$ cat config.mk
export PLATFORM = sky130hd
export DESIGN_NAME = rgba_premultiply_pixel_packer_core
export DESIGN_NICKNAME = d
export VERILOG_FILES = /design/src/hdl/rgbpm_pkg.sv /design/src/hdl/rgbpm_pack.sv /design/src/hdl/rgba_premultiply_pixel_packer_core.sv
export SDC_FILE = /design/constraint.sdc
export NUM_CORES = 1
export LEC_CHECK = 0
export BUFFER_PORTS_ARGS = -buffer_cell sky130_fd_sc_hd__buf_2
export CAP_MARGIN = 20
export CORE_MARGIN = 2
export CORE_UTILIZATION = 30
export CTS_BUF_LIST = sky130_fd_sc_hd__clkbuf_8
export CTS_CLUSTER_DIAMETER = 80
export CTS_CLUSTER_SIZE = 24
export DETAILED_ROUTE_END_ITERATION = 10
export MAX_ROUTING_LAYER = met4
export SLEW_MARGIN = 10
export SYNTH_ARGS = -nofsm -noshare
export SYNTH_HDL_FRONTEND = slang
export SYNTH_HIERARCHICAL = 1
export SYNTH_SLANG_ARGS = --single-unit
$ cat constraint.sdc
create_clock -name clk -period 12.45 [get_ports clk]
set_clock_uncertainty 0.15 [all_clocks]
set_input_delay 1.245 -clock clk [delete_from_list [all_inputs] [get_ports clk]]
set_output_delay 1.245 -clock clk [all_outputs]
set_load 0.05 [all_outputs]
$ cat src/hdl/rgbpm_pkg.sv
// Shared types and constants for the RGBA premultiply pixel packer.
package rgbpm_pkg;

  localparam int unsigned CHAN_W    = 8;
  localparam int unsigned WORD_W    = 32;
  localparam int unsigned COUNT_W   = 3;
  localparam int unsigned CFG_IDX_W = 2;
  localparam int unsigned CFG_DAT_W = 2;

  typedef enum logic [1:0] {
    FMT_RGB565 = 2'd0,
    FMT_RGB8   = 2'd1,
    FMT_RGBA8  = 2'd2,
    FMT_RAW    = 2'd3
  } fmt_t;

  localparam logic [CFG_IDX_W-1:0] CFG_IDX_FORMAT = 2'd0;
  localparam logic [CFG_IDX_W-1:0] CFG_IDX_SWAP   = 2'd1;

  localparam logic [COUNT_W-1:0] COUNT_RGB565 = 3'd2;
  localparam logic [COUNT_W-1:0] COUNT_RGB8   = 3'd3;
  localparam logic [COUNT_W-1:0] COUNT_RGBA8  = 3'd4;

  typedef struct packed {
    logic [CHAN_W-1:0] red;
    logic [CHAN_W-1:0] green;
    logic [CHAN_W-1:0] blue;
    logic [CHAN_W-1:0] alpha;
    logic              end_of_image;
  } pix_t;

  typedef struct packed {
    fmt_t fmt;
    logic swap;
  } cfg_t;

endpackage

$ cat src/hdl/rgbpm_pack.sv
// Combinational premultiply and byte packing for one pixel.
module rgbpm_pack (
  input  rgbpm_pkg::pix_t                   pix,
  input  rgbpm_pkg::cfg_t                   cfg,
  output logic [rgbpm_pkg::WORD_W-1:0]      packed_bytes,
  output logic [rgbpm_pkg::COUNT_W-1:0]     byte_count
);
  import rgbpm_pkg::*;

  // floor(c*a/255) for products up to 255*255: (p + (p >> 8) + 1) >> 8
  // The sum peaks at 65280, so it stays within 16 bits.
  function automatic logic [CHAN_W-1:0] premul(input logic [CHAN_W-1:0] c,
                                               input logic [CHAN_W-1:0] a);
    logic [2*CHAN_W-1:0] prod;
    logic [2*CHAN_W-1:0] sum;
    prod = {{CHAN_W{1'b0}}, c} * {{CHAN_W{1'b0}}, a};
    sum  = prod + {{CHAN_W{1'b0}}, prod[2*CHAN_W-1:CHAN_W]} + (2*CHAN_W)'(1);
    return sum[2*CHAN_W-1:CHAN_W];
  endfunction

  logic [CHAN_W-1:0] pr, pg, pb;

  assign pr = premul(pix.red,   pix.alpha);
  assign pg = premul(pix.green, pix.alpha);
  assign pb = premul(pix.blue,  pix.alpha);

  always_comb begin
    unique case (cfg.fmt)
      FMT_RGB565: begin
        if (cfg.swap) begin
          packed_bytes = {16'd0, pb[7:3], pg[7:2], pr[7:3]};
        end else begin
          packed_bytes = {16'd0, pr[7:3], pg[7:2], pb[7:3]};
        end
        byte_count = COUNT_RGB565;
      end
      FMT_RGB8: begin
        if (cfg.swap) begin
          packed_bytes = {8'd0, pr, pg, pb};
        end else begin
          packed_bytes = {8'd0, pb, pg, pr};
        end
        byte_count = COUNT_RGB8;
      end
      FMT_RGBA8: begin
        if (cfg.swap) begin
          packed_bytes = {pix.red, pix.green, pix.blue, pix.alpha};
        end else begin
          packed_bytes = {pix.alpha, pix.blue, pix.green, pix.red};
        end
        byte_count = COUNT_RGBA8;
      end
      FMT_RAW: begin
        // unused code: plain RGBA bytes, swap ignored
        packed_bytes = {pix.alpha, pix.blue, pix.green, pix.red};
        byte_count   = COUNT_RGBA8;
      end
      default: begin
        packed_bytes = {pix.alpha, pix.blue, pix.green, pix.red};
        byte_count   = COUNT_RGBA8;
      end
    endcase
  end

endmodule

$ cat src/hdl/rgba_premultiply_pixel_packer_core.sv
// Top level of the RGBA premultiply pixel packer.
// Converts one RGBA8 pixel per transfer into RGB565, RGB8 or RGBA8 bytes,
// little-endian in out_packed_bytes with out_byte_count valid bytes. Colour
// channels are premultiplied by alpha as floor(c*a/255) for RGB565 and RGB8.
// Takes one pixel per clock while the output is not stalled. A pixel is
// captured in the input register and then moves on to the result register,
// with the 8x8 multipliers and the divide-by-255 correction between them.
// The result register stalls independently: the input register can still
// take one pixel while a result waits, and ready falls only when both are
// full.
// Configuration (cfg_index 0 = output_format, 1 = swap_order) is always
// accepted; write it only while no pixel is in flight. Other indexes are
// ignored.
module rgba_premultiply_pixel_packer_core (
  input  logic                              clk,
  input  logic                              rst_n,

  input  logic                              cfg_valid,
  output logic                              cfg_ready,
  input  logic [rgbpm_pkg::CFG_IDX_W-1:0]   cfg_index,
  input  logic [rgbpm_pkg::CFG_DAT_W-1:0]   cfg_data,

  input  logic                              in_valid,
  output logic                              in_ready,
  input  logic [rgbpm_pkg::CHAN_W-1:0]      in_red,
  input  logic [rgbpm_pkg::CHAN_W-1:0]      in_green,
  input  logic [rgbpm_pkg::CHAN_W-1:0]      in_blue,
  input  logic [rgbpm_pkg::CHAN_W-1:0]      in_alpha,
  input  logic                              in_end_of_image,

  output logic                              out_valid,
  input  logic                              out_ready,
  output logic [rgbpm_pkg::WORD_W-1:0]      out_packed_bytes,
  output logic [rgbpm_pkg::COUNT_W-1:0]     out_byte_count,
  output logic                              out_last_pixel_out
);
  import rgbpm_pkg::*;

  cfg_t cfg_r;

  pix_t pix_r;
  logic pix_valid_r;

  logic [WORD_W-1:0]  packed_nxt;
  logic [COUNT_W-1:0] count_nxt;

  logic [WORD_W-1:0]  out_packed_bytes_r;
  logic [COUNT_W-1:0] out_byte_count_r;
  logic               out_last_r;
  logic               out_valid_r;

  logic out_load;
  logic pix_load;

  // Configuration registers: always ready, masked to field width.
  assign cfg_ready = 1'b1;

  always_ff @(posedge clk) begin
    if (!rst_n) begin
      cfg_r.fmt  <= FMT_RGB565;
      cfg_r.swap <= 1'b0;
    end else if (cfg_valid && cfg_ready) begin
      if (cfg_index == CFG_IDX_FORMAT) begin
        cfg_r.fmt <= fmt_t'(cfg_data);
      end else if (cfg_index == CFG_IDX_SWAP) begin
        cfg_r.swap <= cfg_data[0];
      end
    end
  end

  // Result register takes a new value when empty or being drained.
  assign out_load = !out_valid_r || out_ready;
  // Input register advances whenever its content moves on or it is empty.
  assign in_ready = !pix_valid_r || out_load;
  assign pix_load = in_valid && in_ready;

  always_ff @(posedge clk) begin
    if (!rst_n) begin
      pix_valid_r <= 1'b0;
    end else if (in_ready) begin
      pix_valid_r <= in_valid;
    end
  end

  // Hold the pixel payload; no reset needed.
  always_ff @(posedge clk) begin
    if (pix_load) begin
      pix_r.red          <= in_red;
      pix_r.green        <= in_green;
      pix_r.blue         <= in_blue;
      pix_r.alpha        <= in_alpha;
      pix_r.end_of_image <= in_end_of_image;
    end
  end

  rgbpm_pack u_pack (
    .pix          (pix_r),
    .cfg          (cfg_r),
    .packed_bytes (packed_nxt),
    .byte_count   (count_nxt)
  );

  always_ff @(posedge clk) begin
    if (!rst_n) begin
      out_valid_r <= 1'b0;
    end else if (out_load) begin
      out_valid_r <= pix_valid_r;
    end
  end

  always_ff @(posedge clk) begin
    if (out_load && pix_valid_r) begin
      out_packed_bytes_r <= packed_nxt;
      out_byte_count_r   <= count_nxt;
      out_last_r         <= pix_r.end_of_image;
    end
  end

  assign out_valid          = out_valid_r;
  assign out_packed_bytes   = out_packed_bytes_r;
  assign out_byte_count     = out_byte_count_r;
  assign out_last_pixel_out = out_last_r;

endmodule

==> impl_results.html, run 1 <==
<table>
<tr><th>Metric</th><th>Value</th></tr>
<tr><th colspan="2">Critical path</th></tr>
<tr><td>Worst setup path class</td><td>register to register</td></tr>
<tr><td>Sort of element at the end of the critical path</td><td>register</td></tr>
<tr><td>Required arrival time at the worst endpoint</td><td>12.46 ns</td></tr>
<tr><td>Crit path largest cell delay</td><td>1.01 ns</td></tr>
<tr><td>Arrival time reported for the critical path endpoint</td><td>7.95 ns</td></tr>
<tr><td>Series of cell instances along the critical path</td><td>nand2_1 &gt; fa_1 &gt; fa_1 &gt; inv_1 &gt; fa_1 &gt; inv_1 &gt; fa_1 &gt; inv_1 &gt; ha_1 &gt; a21oi_1 &gt; o21ai_1 &gt; and4_1 &gt; o21ai_0 &gt; nand2b_1 &gt; a21oi_1 &gt; xnor2_1 &gt; ha_1 &gt; inv_1 &gt; a31o_2 &gt; o31ai_1 &gt; nand4_1 &gt; a2111oi_0 &gt; o31ai_1</td></tr>
<tr><td>Worst r2r src</td><td>pix_r[3]$_DFFE_PP_</td></tr>
<tr><td>Worst Path Max Fanout</td><td>26</td></tr>
<tr><td>Type of origin of the critical path</td><td>register</td></tr>
<tr><td>Cell with the biggest individual delay on the critical path</td><td>sky130_fd_sc_hd__edfxtp_1</td></tr>
<tr><td>Critical path startpoint</td><td>pix_r[3]$_DFFE_PP_</td></tr>
<tr><th colspan="2">Synthesis</th></tr>
<tr><td>Distinct cell type count after synthesis</td><td>75</td></tr>
<tr><td>Count of synthesis-stage warnings from yosys</td><td>6</td></tr>
<tr><td>Seq/Total Area, Yosys</td><td>20.0%</td></tr>
<tr><td>Cell taking the most area after synthesis</td><td>sky130_fd_sc_hd__fa_1</td></tr>
<tr><td>Synthesized area per cell</td><td>9.24 um2</td></tr>
<tr><td>Mux cell area share after synthesis</td><td>2.27%</td></tr>
<tr><td>Number of nets in the synthesized netlist</td><td>1455</td></tr>
<tr><td>Gate count of the mapped netlist</td><td>1177</td></tr>
<tr><td>Post-synth top area share</td><td>19.9%</td></tr>
<tr><td>Most instantiated cells after synthesis</td><td>sky130_fd_sc_hd__inv_1, sky130_fd_sc_hd__and2_1, sky130_fd_sc_hd__ha_1</td></tr>
<tr><td>Most frequent cell after synthesis</td><td>sky130_fd_sc_hd__inv_1</td></tr>
<tr><td>Basic-gate share of the synthesized area counting and, or, nand and nor cells</td><td>18.7%</td></tr>
<tr><td>Netlist area before placement</td><td>0.0109 mm2</td></tr>
<tr><td>Largest family of logic cells by synthesized area</td><td>adder cells</td></tr>
<tr><td>Compound-gate portion of the synthesized area</td><td>11.5%</td></tr>
<tr><td>Xor/xnor share of the synthesized area</td><td>5.12%</td></tr>
<tr><td>Ys flop type</td><td>sky130_fd_sc_hd__edfxtp_1</td></tr>
<tr><td>Fraction of registers with async set or reset after synthesis</td><td>0%</td></tr>
<tr><td>Synthesized flop and latch total</td><td>74</td></tr>
<tr><td>Post-synth EDFFs</td><td>69</td></tr>
<tr><td>Adder-cell share of the synthesized area</td><td>34.6%</td></tr>
<tr><td>Ranking of synthesized cells by area</td><td>sky130_fd_sc_hd__fa_1, sky130_fd_sc_hd__edfxtp_1, sky130_fd_sc_hd__ha_1</td></tr>
<tr><th colspan="2">Status</th></tr>
<tr><td>Violations in the final reports</td><td>design-rule violations</td></tr>
<tr><td>Run status</td><td>complete, but fails checks</td></tr>
<tr><th colspan="2">Clock tree</th></tr>
<tr><td>Depth of the CTS H-tree</td><td>3</td></tr>
<tr><td>Number of clock sinks</td><td>74</td></tr>
<tr><td>Clock tree from TritonCTS</td><td>yes</td></tr>
<tr><td>Number of gates resized after CTS</td><td>0</td></tr>
<tr><td>Skew-Pair Late Insertion Delay</td><td>0.42 ns</td></tr>
<tr><td>Number of clock buffers inserted by TritonCTS</td><td>9</td></tr>
<tr><td>Clock transition at the register clock pins on the worst setup and hold paths after CTS</td><td>0.13 ns</td></tr>
<tr><td>Setup bufs post-CTS</td><td>0</td></tr>
<tr><td>Buffers from clock root to sink, at most</td><td>2</td></tr>
<tr><td>Clock Root Buffer</td><td>sky130_fd_sc_hd__clkbuf_8</td></tr>
<tr><td>Hold Buf Count CTS</td><td>0</td></tr>
<tr><th colspan="2">Cells and area</th></tr>
<tr><td>Share of cells above drive strength 1</td><td>10.3%</td></tr>
<tr><td>Number of diodes</td><td>0</td></tr>
<tr><td>Synthesis-to-layout area growth</td><td>9.59%</td></tr>
<tr><td>Number of filler instances in the final layout</td><td>3656</td></tr>
<tr><td>Number of nets in the layout</td><td>1498</td></tr>
<tr><td>Area of all sequential standard cells</td><td>0.00217 mm2</td></tr>
<tr><td>Footprint of the multi-input gates</td><td>0.00788 mm2</td></tr>
<tr><td>Final Non-Filler Cells</td><td>1686</td></tr>
<tr><td>Layout Utilization</td><td>33.4%</td></tr>
<tr><th colspan="2">Flow run</th></tr>
<tr><td>Max capacitance violation total</td><td>0</td></tr>
<tr><th colspan="2">Placed design</th></tr>
<tr><td>Hpwl dp</td><td>21.9 mm</td></tr>
<tr><td>Placed insts</td><td>1670</td></tr>
<tr><td>Worst slack, placed</td><td>4.62 ns</td></tr>
<tr><td>Routability cong.</td><td>0.933</td></tr>
<tr><td>Port Buf Inserts</td><td>79</td></tr>
<tr><th colspan="2">Power</th></tr>
<tr><td>Internal</td><td>0.00117 W</td></tr>
<tr><td>Peak supply drop</td><td>0.104 mV</td></tr>
<tr><td>Power share of the clock group</td><td>8.6%</td></tr>
<tr><td>Switching part of the total</td><td>54.2%</td></tr>
<tr><td>Total power divided by cell area</td><td>214 mW/mm2</td></tr>
<tr><td>Total power draw</td><td>0.00255 W</td></tr>
<tr><td>Fraction of power consumed by combinational cells</td><td>77.6%</td></tr>
<tr><td>Sequential fraction of design power</td><td>13.8%</td></tr>
<tr><td>Static Leak</td><td>5.58 nW</td></tr>
<tr><td>Switching power summed over all nets</td><td>0.00139 W</td></tr>
<tr><th colspan="2">Timing</th></tr>
<tr><td>Clock period minus worst slack</td><td>7.95 ns</td></tr>
<tr><td>Worst-Margin Slew</td><td>1.05 ns</td></tr>
<tr><td>Rel. slew slack</td><td>30.0%</td></tr>
<tr><td>Setup_tns</td><td>0 ns</td></tr>
<tr><td>Worst setup slack after layout</td><td>4.50 ns</td></tr>
<tr><td>Count of final hold-check violations</td><td>0</td></tr>
<tr><td>Final period util</td><td>63.8%</td></tr>
<tr><td>Final setup violating endpoints</td><td>0</td></tr>
<tr><td>RSZ-0062 raised after global routing</td><td>no</td></tr>
<tr><td>Final count of pins violating max slew</td><td>0</td></tr>
<tr><td>FMAX</td><td>0.126 GHz</td></tr>
<tr><th colspan="2">Floorplanning</th></tr>
<tr><td>Die width</td><td>194 um</td></tr>
<tr><td>Die outline area</td><td>0.0378 mm2</td></tr>
<tr><td>Core box area</td><td>0.0357 mm2</td></tr>
<tr><td>Initial core utilization</td><td>30.5%</td></tr>
<tr><td>Height of the die</td><td>194 um</td></tr>
<tr><td>Row count</td><td>69</td></tr>
<tr><td>Boundary pin count</td><td>81</td></tr>
<tr><th colspan="2">Detailed routing</th></tr>
<tr><td>First-pass iteration count of the detailed router</td><td>9</td></tr>
<tr><td>Initial DRC Count</td><td>898</td></tr>
<tr><td>Number of antenna-violating nets in the routed design</td><td>0</td></tr>
<tr><td>Routed len/inst</td><td>17.0 um</td></tr>
<tr><td>Vias per inst</td><td>5.11</td></tr>
<tr><td>Via total after detailed routing</td><td>8609</td></tr>
<tr><td>Final wirelength</td><td>28.7 mm</td></tr>
<tr><td>Post-route DRC violation count</td><td>11</td></tr>
<tr><th colspan="2">Global routing</th></tr>
<tr><td>Number of antenna violations at the first check in global routing</td><td>2</td></tr>
<tr><td>Global-route wire length before repair</td><td>46.2 mm</td></tr>
<tr><td>Vias in the first global route</td><td>8483</td></tr>
<tr><td>Total routing resource utilization after global routing</td><td>15.9%</td></tr>
<tr><td>GRT Residual Overflow</td><td>0</td></tr>
<tr><td>Largest net degree at the start of global routing</td><td>37</td></tr>
<tr><th colspan="2">Min path</th></tr>
<tr><td>Type of the worst min-delay path</td><td>register to register</td></tr>
<tr><td>Hold wc startpoint</td><td>pix_r[0]$_DFFE_PP_</td></tr>
</table>
[metal layers]
layer	up-vias	GRT usage [%]	part of all wire [%]
li1	4016	-	-
met1	4215	23.0	49
met2	343	23.1	42
met3	35	3.04	7.0
met4	0	3.22	1.8
met5	-	-	0
[logic make-up (layout without fill, tap and decap cells)]
logic type / count (synthesis) / in the layout
xor+xnor: 62 / 62
mux: 24 / 24
flops: 74 / 74
other cells: 1 / 1
simple gates: 377 / 377
compound gates: 181 / 181
buf+inv: 222 / 270
fa+ha+maj: 236 / 236
[final timing paths]
check	end	slack (ns)	depth (start not counted)
worst min-delay path	out_last_pixel_out$_DFFE_PP_	0.28	0
worst min register to register	out_last_pixel_out$_DFFE_PP_	0.28	0
worst max register to register	out_packed_bytes[13]$_DFFE_PP_	4.50	23
worst max-delay path	out_packed_bytes[13]$_DFFE_PP_	4.50	23
[registers in the layout, summed over array words and instances, names as in the netlist]
name                cells
cfg_r                   3
out_packed_bytes       32
out_byte_count          3
pix_r                  33
out_valid               1
out_last_pixel_out      1
pix_valid_r             1
[per-stage QoR]
step	hold slack (ns)	cell area [um2]
3_5_place_dp	0.258	11700
4_1_cts	0.290	11900
6_report	0.283	11900
2_1_floorplan	0.250	10900
3_3_place_gp	0.253	11700
5_1_grt	0.287	11900
[power groups by stage]
stage | clock, W | combinational [W] | sequential (W)
after floorplan | 0 | 0.00143 | 0.000406
after global placement | 0 | 0.00193 | 0.000359
after detailed placement | 0 | 0.00194 | 0.000359
after CTS | 0.000226 | 0.00195 | 0.000353
after global routing | 0.000237 | 0.00219 | 0.000357
final | 0.000219 | 0.00198 | 0.000353
[cell type report]
type | instances | area share (%)
Sequential cell | 74 | 18.2
Timing Repair Buffer | 86 | 3.76
Multi-Input combinational cell | 881 | 66.1
Clock inverter | 7 | 0.704
Clock buffer | 9 | 1.04
Inverter | 168 | 5.29
Tap cell | 461 | 4.84
[placed cells by master, fill, tap and decap left out, types with 4 or more instances in the layout]
cell	instances
sky130_fd_sc_hd__inv_1	168
sky130_fd_sc_hd__xor2_1	24
sky130_fd_sc_hd__nand4_1	8
sky130_fd_sc_hd__nand3_1	14
sky130_fd_sc_hd__xnor2_1	37
sky130_fd_sc_hd__mux2i_1	19
sky130_fd_sc_hd__a31o_2	4
sky130_fd_sc_hd__nor2_1	36
sky130_fd_sc_hd__and2_1	159
sky130_fd_sc_hd__nand2b_1	4
sky130_fd_sc_hd__or3_1	4
sky130_fd_sc_hd__o22ai_1	6
sky130_fd_sc_hd__buf_4	7
sky130_fd_sc_hd__a21o_1	16
sky130_fd_sc_hd__o221ai_1	4
sky130_fd_sc_hd__fa_1	108
sky130_fd_sc_hd__clkbuf_8	9
sky130_fd_sc_hd__dfxtp_1	5
sky130_fd_sc_hd__nor3_1	10
sky130_fd_sc_hd__and3_1	7
sky130_fd_sc_hd__nand2_1	107
sky130_fd_sc_hd__edfxtp_1	69
sky130_fd_sc_hd__a31oi_1	5
sky130_fd_sc_hd__o2111ai_1	4
sky130_fd_sc_hd__a22oi_1	4
sky130_fd_sc_hd__o21ai_0	18
sky130_fd_sc_hd__mux2_2	5
sky130_fd_sc_hd__o31ai_1	5
sky130_fd_sc_hd__a221oi_1	5
sky130_fd_sc_hd__o21a_1	7
sky130_fd_sc_hd__o211ai_1	9
sky130_fd_sc_hd__a211o_1	4
sky130_fd_sc_hd__ha_1	128
sky130_fd_sc_hd__nor3b_1	5
sky130_fd_sc_hd__buf_2	79
sky130_fd_sc_hd__a21oi_1	49
sky130_fd_sc_hd__a211oi_1	6
[critical path, delay by kind of cell (launching register included)]
family / cells / cell delay, ns
XOR/XNOR: 1 / 0.16
flip-flops: 1 / 1.01
AO/OA/AOI/OAI: 8 / 2.57
AND/OR/NAND/NOR: 4 / 0.83
adder cells (fa/ha/maj): 6 / 2.79
buffers and inverters: 4 / 0.19
Note: power is estimated with default switching activity, not from simulation.
==> inputs of run 2 (changes only) <==
ABC_AREA = 1   (was unset)
clock period = 6.45 ns   (was 12.45 ns; I/O delays follow)
==> run 2 against run 1 <==
Against the previous run:
- the run now ends clean
- clock-buffer cell count rose by 1
- critical path depth rose by 8
- wire length rose by 23%
- clock power rose by 58%
- critical path type unchanged
- critical endpoint is now out_packed_bytes[4]$_DFFE_PP_
- largest cell class unchanged
==> impl_results.html, run 2 <==
<table>
<tr><th>Metric</th><th>Value</th></tr>
<tr><th colspan="2">Status</th></tr>
<tr><td>Run status</td><td>finished, final reports clean</td></tr>
<tr><th colspan="2">Power</th></tr>
<tr><td>Total power divided by cell area</td><td>423 mW/mm2</td></tr>
<tr><td>Peak supply drop</td><td>0.297 mV</td></tr>
<tr><td>Static Leak</td><td>8.13 nW</td></tr>
<tr><th colspan="2">Timing</th></tr>
<tr><td>Worst-Margin Slew</td><td>0.986 ns</td></tr>
<tr><td>Final setup violating endpoints</td><td>0</td></tr>
<tr><td>RSZ-0062 raised after global routing</td><td>no</td></tr>
<tr><td>FMAX</td><td>0.162 GHz</td></tr>
<tr><td>Final period util</td><td>95.8%</td></tr>
<tr><td>Clock period minus worst slack</td><td>6.18 ns</td></tr>
<tr><td>Count of final hold-check violations</td><td>0</td></tr>
<tr><td>Setup_tns</td><td>0 ns</td></tr>
<tr><td>Worst setup slack after layout</td><td>0.271 ns</td></tr>
<tr><td>Rel. slew slack</td><td>34.0%</td></tr>
<tr><td>Final count of pins violating max slew</td><td>0</td></tr>
<tr><th colspan="2">Detailed routing</th></tr>
<tr><td>Number of antenna-violating nets in the routed design</td><td>0</td></tr>
<tr><td>Vias per inst</td><td>4.60</td></tr>
<tr><td>Routed len/inst</td><td>15.0 um</td></tr>
<tr><td>First-pass iteration count of the detailed router</td><td>6</td></tr>
<tr><td>Post-route DRC violation count</td><td>0</td></tr>
<tr><td>Initial DRC Count</td><td>699</td></tr>
<tr><td>Final wirelength</td><td>35.3 mm</td></tr>
<tr><td>Via total after detailed routing</td><td>10800</td></tr>
<tr><th colspan="2">Cells and area</th></tr>
<tr><td>Number of filler instances in the final layout</td><td>4222</td></tr>
<tr><td>Top library cells by usage in the layout, fill and taps aside</td><td>sky130_fd_sc_hd__nand2_1, sky130_fd_sc_hd__inv_1, sky130_fd_sc_hd__nand3_1, sky130_fd_sc_hd__ha_1, sky130_fd_sc_hd__fa_1</td></tr>
<tr><td>Most frequent standard cell in the layout excluding fill and tap cells</td><td>sky130_fd_sc_hd__nand2_1</td></tr>
<tr><td>Number of diodes</td><td>0</td></tr>
<tr><td>Share of cells above drive strength 1</td><td>10.7%</td></tr>
<tr><td>Number of nets in the layout</td><td>2101</td></tr>
<tr><td>Max reg flops</td><td>33</td></tr>
<tr><td>Final Non-Filler Cells</td><td>2353</td></tr>
<tr><td>Largest register by flop count</td><td>pix_r</td></tr>
<tr><td>Synthesis-to-layout area growth</td><td>13.0%</td></tr>
<tr><th colspan="2">Synthesis</th></tr>
<tr><td>Mux cell area share after synthesis</td><td>0%</td></tr>
<tr><td>Post-synth top area share</td><td>18.0%</td></tr>
<tr><td>Distinct cell type count after synthesis</td><td>34</td></tr>
<tr><td>Largest family of logic cells by synthesized area</td><td>adder cells</td></tr>
<tr><td>Compound-gate portion of the synthesized area</td><td>3.69%</td></tr>
<tr><td>Number of nets in the synthesized netlist</td><td>2016</td></tr>
<tr><td>Seq/Total Area, Yosys</td><td>18.1%</td></tr>
<tr><td>Most frequent cell after synthesis</td><td>sky130_fd_sc_hd__nand2_1</td></tr>
<tr><td>Synthesized area per cell</td><td>6.91 um2</td></tr>
<tr><td>Netlist area before placement</td><td>0.0120 mm2</td></tr>
<tr><td>Cell taking the most area after synthesis</td><td>sky130_fd_sc_hd__fa_1</td></tr>
<tr><td>Most instantiated cells after synthesis</td><td>sky130_fd_sc_hd__nand2_1, sky130_fd_sc_hd__inv_1, sky130_fd_sc_hd__nand3_1</td></tr>
<tr><td>Fraction of registers with async set or reset after synthesis</td><td>0%</td></tr>
<tr><td>Basic-gate share of the synthesized area counting and, or, nand and nor cells</td><td>29.2%</td></tr>
<tr><td>Synthesized flop and latch total</td><td>74</td></tr>
<tr><td>Xor/xnor share of the synthesized area</td><td>1.79%</td></tr>
<tr><td>Adder-cell share of the synthesized area</td><td>31.3%</td></tr>
<tr><td>Count of synthesis-stage warnings from yosys</td><td>6</td></tr>
<tr><td>Ys flop type</td><td>sky130_fd_sc_hd__edfxtp_1</td></tr>
<tr><td>Ranking of synthesized cells by area</td><td>sky130_fd_sc_hd__fa_1, sky130_fd_sc_hd__edfxtp_1, sky130_fd_sc_hd__nand2_1</td></tr>
<tr><td>Gate count of the mapped netlist</td><td>1738</td></tr>
<tr><td>Post-synth EDFFs</td><td>69</td></tr>
<tr><th colspan="2">Global routing</th></tr>
<tr><td>GRT Residual Overflow</td><td>0</td></tr>
<tr><td>Vias in the first global route</td><td>10800</td></tr>
<tr><td>Largest net degree at the start of global routing</td><td>34</td></tr>
<tr><td>GRT met3 Usage</td><td>2.76%</td></tr>
<tr><td>GR Util met2</td><td>29.6%</td></tr>
<tr><td>Number of antenna violations at the first check in global routing</td><td>0</td></tr>
<tr><td>Met1 usage in global routing</td><td>23.2%</td></tr>
<tr><td>Global-route wire length before repair</td><td>56.7 mm</td></tr>
<tr><td>Most Used Layer, Global Route</td><td>met2</td></tr>
<tr><td>Total routing resource utilization after global routing</td><td>18.0%</td></tr>
<tr><th colspan="2">Critical path</th></tr>
<tr><td>Worst Path Max Fanout</td><td>6</td></tr>
<tr><td>Cell with the biggest individual delay on the critical path</td><td>sky130_fd_sc_hd__edfxtp_1</td></tr>
<tr><td>Cell class contributing the biggest share of worst-path delay</td><td>adder cells</td></tr>
<tr><td>Arrival time reported for the critical path endpoint</td><td>6.15 ns</td></tr>
<tr><td>Endpoint of the most critical register-to-register path</td><td>out_packed_bytes[4]$_DFFE_PP_</td></tr>
<tr><td>Type of origin of the critical path</td><td>register</td></tr>
<tr><td>Buffers &amp; Inverters on Critical Path</td><td>6</td></tr>
<tr><td>Crit path largest cell delay</td><td>0.61 ns</td></tr>
<tr><td>Critical path startpoint</td><td>pix_r[30]$_DFFE_PP_</td></tr>
<tr><td>Cell mode on critical path</td><td>sky130_fd_sc_hd__nand2_1</td></tr>
<tr><td>Register-to-Register Path Depth</td><td>31</td></tr>
<tr><td>Sort of element at the end of the critical path</td><td>register</td></tr>
<tr><td>Register-to-register setup slack</td><td>0.27 ns</td></tr>
<tr><td>Worst r2r src</td><td>pix_r[30]$_DFFE_PP_</td></tr>
<tr><td>Required arrival time at the worst endpoint</td><td>6.42 ns</td></tr>
<tr><td>Worst setup path class</td><td>register to register</td></tr>
<tr><th colspan="2">Clock tree</th></tr>
<tr><td>Number of clock sinks</td><td>74</td></tr>
<tr><td>Clock transition at the register clock pins on the worst setup and hold paths after CTS</td><td>0.09 ns</td></tr>
<tr><td>Buffers from clock root to sink, at most</td><td>2</td></tr>
<tr><td>Hold Buf Count CTS</td><td>0</td></tr>
<tr><td>Clock Root Buffer</td><td>sky130_fd_sc_hd__clkbuf_8</td></tr>
<tr><td>Number of clock buffers inserted by TritonCTS</td><td>9</td></tr>
<tr><td>Skew-Pair Late Insertion Delay</td><td>0.40 ns</td></tr>
<tr><td>Clock tree from TritonCTS</td><td>yes</td></tr>
<tr><td>Depth of the CTS H-tree</td><td>3</td></tr>
<tr><th colspan="2">Floorplanning</th></tr>
<tr><td>Die width</td><td>204 um</td></tr>
<tr><td>Initial core utilization</td><td>30.3%</td></tr>
<tr><td>Row count</td><td>73</td></tr>
<tr><td>Die outline area</td><td>0.0417 mm2</td></tr>
<tr><td>Boundary pin count</td><td>81</td></tr>
<tr><td>Core box area</td><td>0.0396 mm2</td></tr>
<tr><td>Height of the die</td><td>204 um</td></tr>
<tr><th colspan="2">Min path</th></tr>
<tr><td>Number of cells on the worst hold path</td><td>1</td></tr>
<tr><td>Endpoint, Worst Hold</td><td>pix_r[0]$_DFFE_PP_</td></tr>
<tr><td>Hold wc startpoint</td><td>in_end_of_image</td></tr>
<tr><td>Type of the worst min-delay path</td><td>input pin to register</td></tr>
<tr><th colspan="2">Flow run</th></tr>
<tr><td>Max capacitance violation total</td><td>0</td></tr>
<tr><th colspan="2">Placed design</th></tr>
<tr><td>Port Buf Inserts</td><td>79</td></tr>
<tr><td>Hpwl dp</td><td>29.4 mm</td></tr>
<tr><td>Worst slack, placed</td><td>0.0560 ns</td></tr>
<tr><td>Placed insts</td><td>2327</td></tr>
<tr><td>Routability cong.</td><td>0.950</td></tr>
</table>
[run 2: worst max path at each step]
stage	end	slack (ns)	cells past startpoint
after global placement	out_packed_bytes[4]$_DFFE_PP_	0.1	28
after CTS	out_packed_bytes[4]$_DFFE_PP_	0.05	30
after global routing	out_packed_bytes[5]$_DFFE_PP_	0.0001	28
after floorplan	out_packed_bytes[9]$_DFFE_PP_	0.73	32
final	out_packed_bytes[4]$_DFFE_PP_	0.27	31
after detailed placement	out_packed_bytes[4]$_DFFE_PP_	0.06	30
[run 2: layout make-up]
cell class	instances	area, um2	share of cell area, %
clock buffers	10	138	1.01
clock inverters	6	35.0	0.258
inverters	443	1660	12.2
multi-input cells	1158	8010	59.0
flip-flops and latches	74	2170	16.0
well taps	525	657	4.84
repair buffers	137	901	6.64
[run 2: what timing repair did]
item / CTS / global route
setup endpoints to repair: 0 / 24
setup buffers: 0 / 9
resized for setup: 0 / 15
[run 2: power breakdown]
part | switching [W] | internal, W
sequential | 0.0000449 | 0.000609
clock | 0.000198 | 0.000146
combinational | 0.00314 | 0.00161
[run 2: metal layers]
metal	wire, um	share of wire, %	vias up
met2	16600	47	265
met1	16200	46	5068
met4	671	1.9	0
li1	-	-	5447
met3	1830	5.2	36
met5	0	0	-
[run 2: kinds of logic after synthesis]
group	after synthesis
buf+inv	506
fa+ha+maj	236
compound gates	76
simple gates	823
flops	74
other cells	1
xor+xnor	22
[run 2: per-stage QoR]
stage	cell area, um2	utilization, %	total power (W)	hold slack, ns
after detailed placement	13200	33.4	0.00529	0.261
final	13600	34.2	0.00575	0.261
after global placement	13200	33.4	0.00527	0.258
after floorplan	12000	-	0.00406	0.250
after CTS	13400	33.8	0.00567	0.237
after global routing	13600	34.2	0.00644	0.245
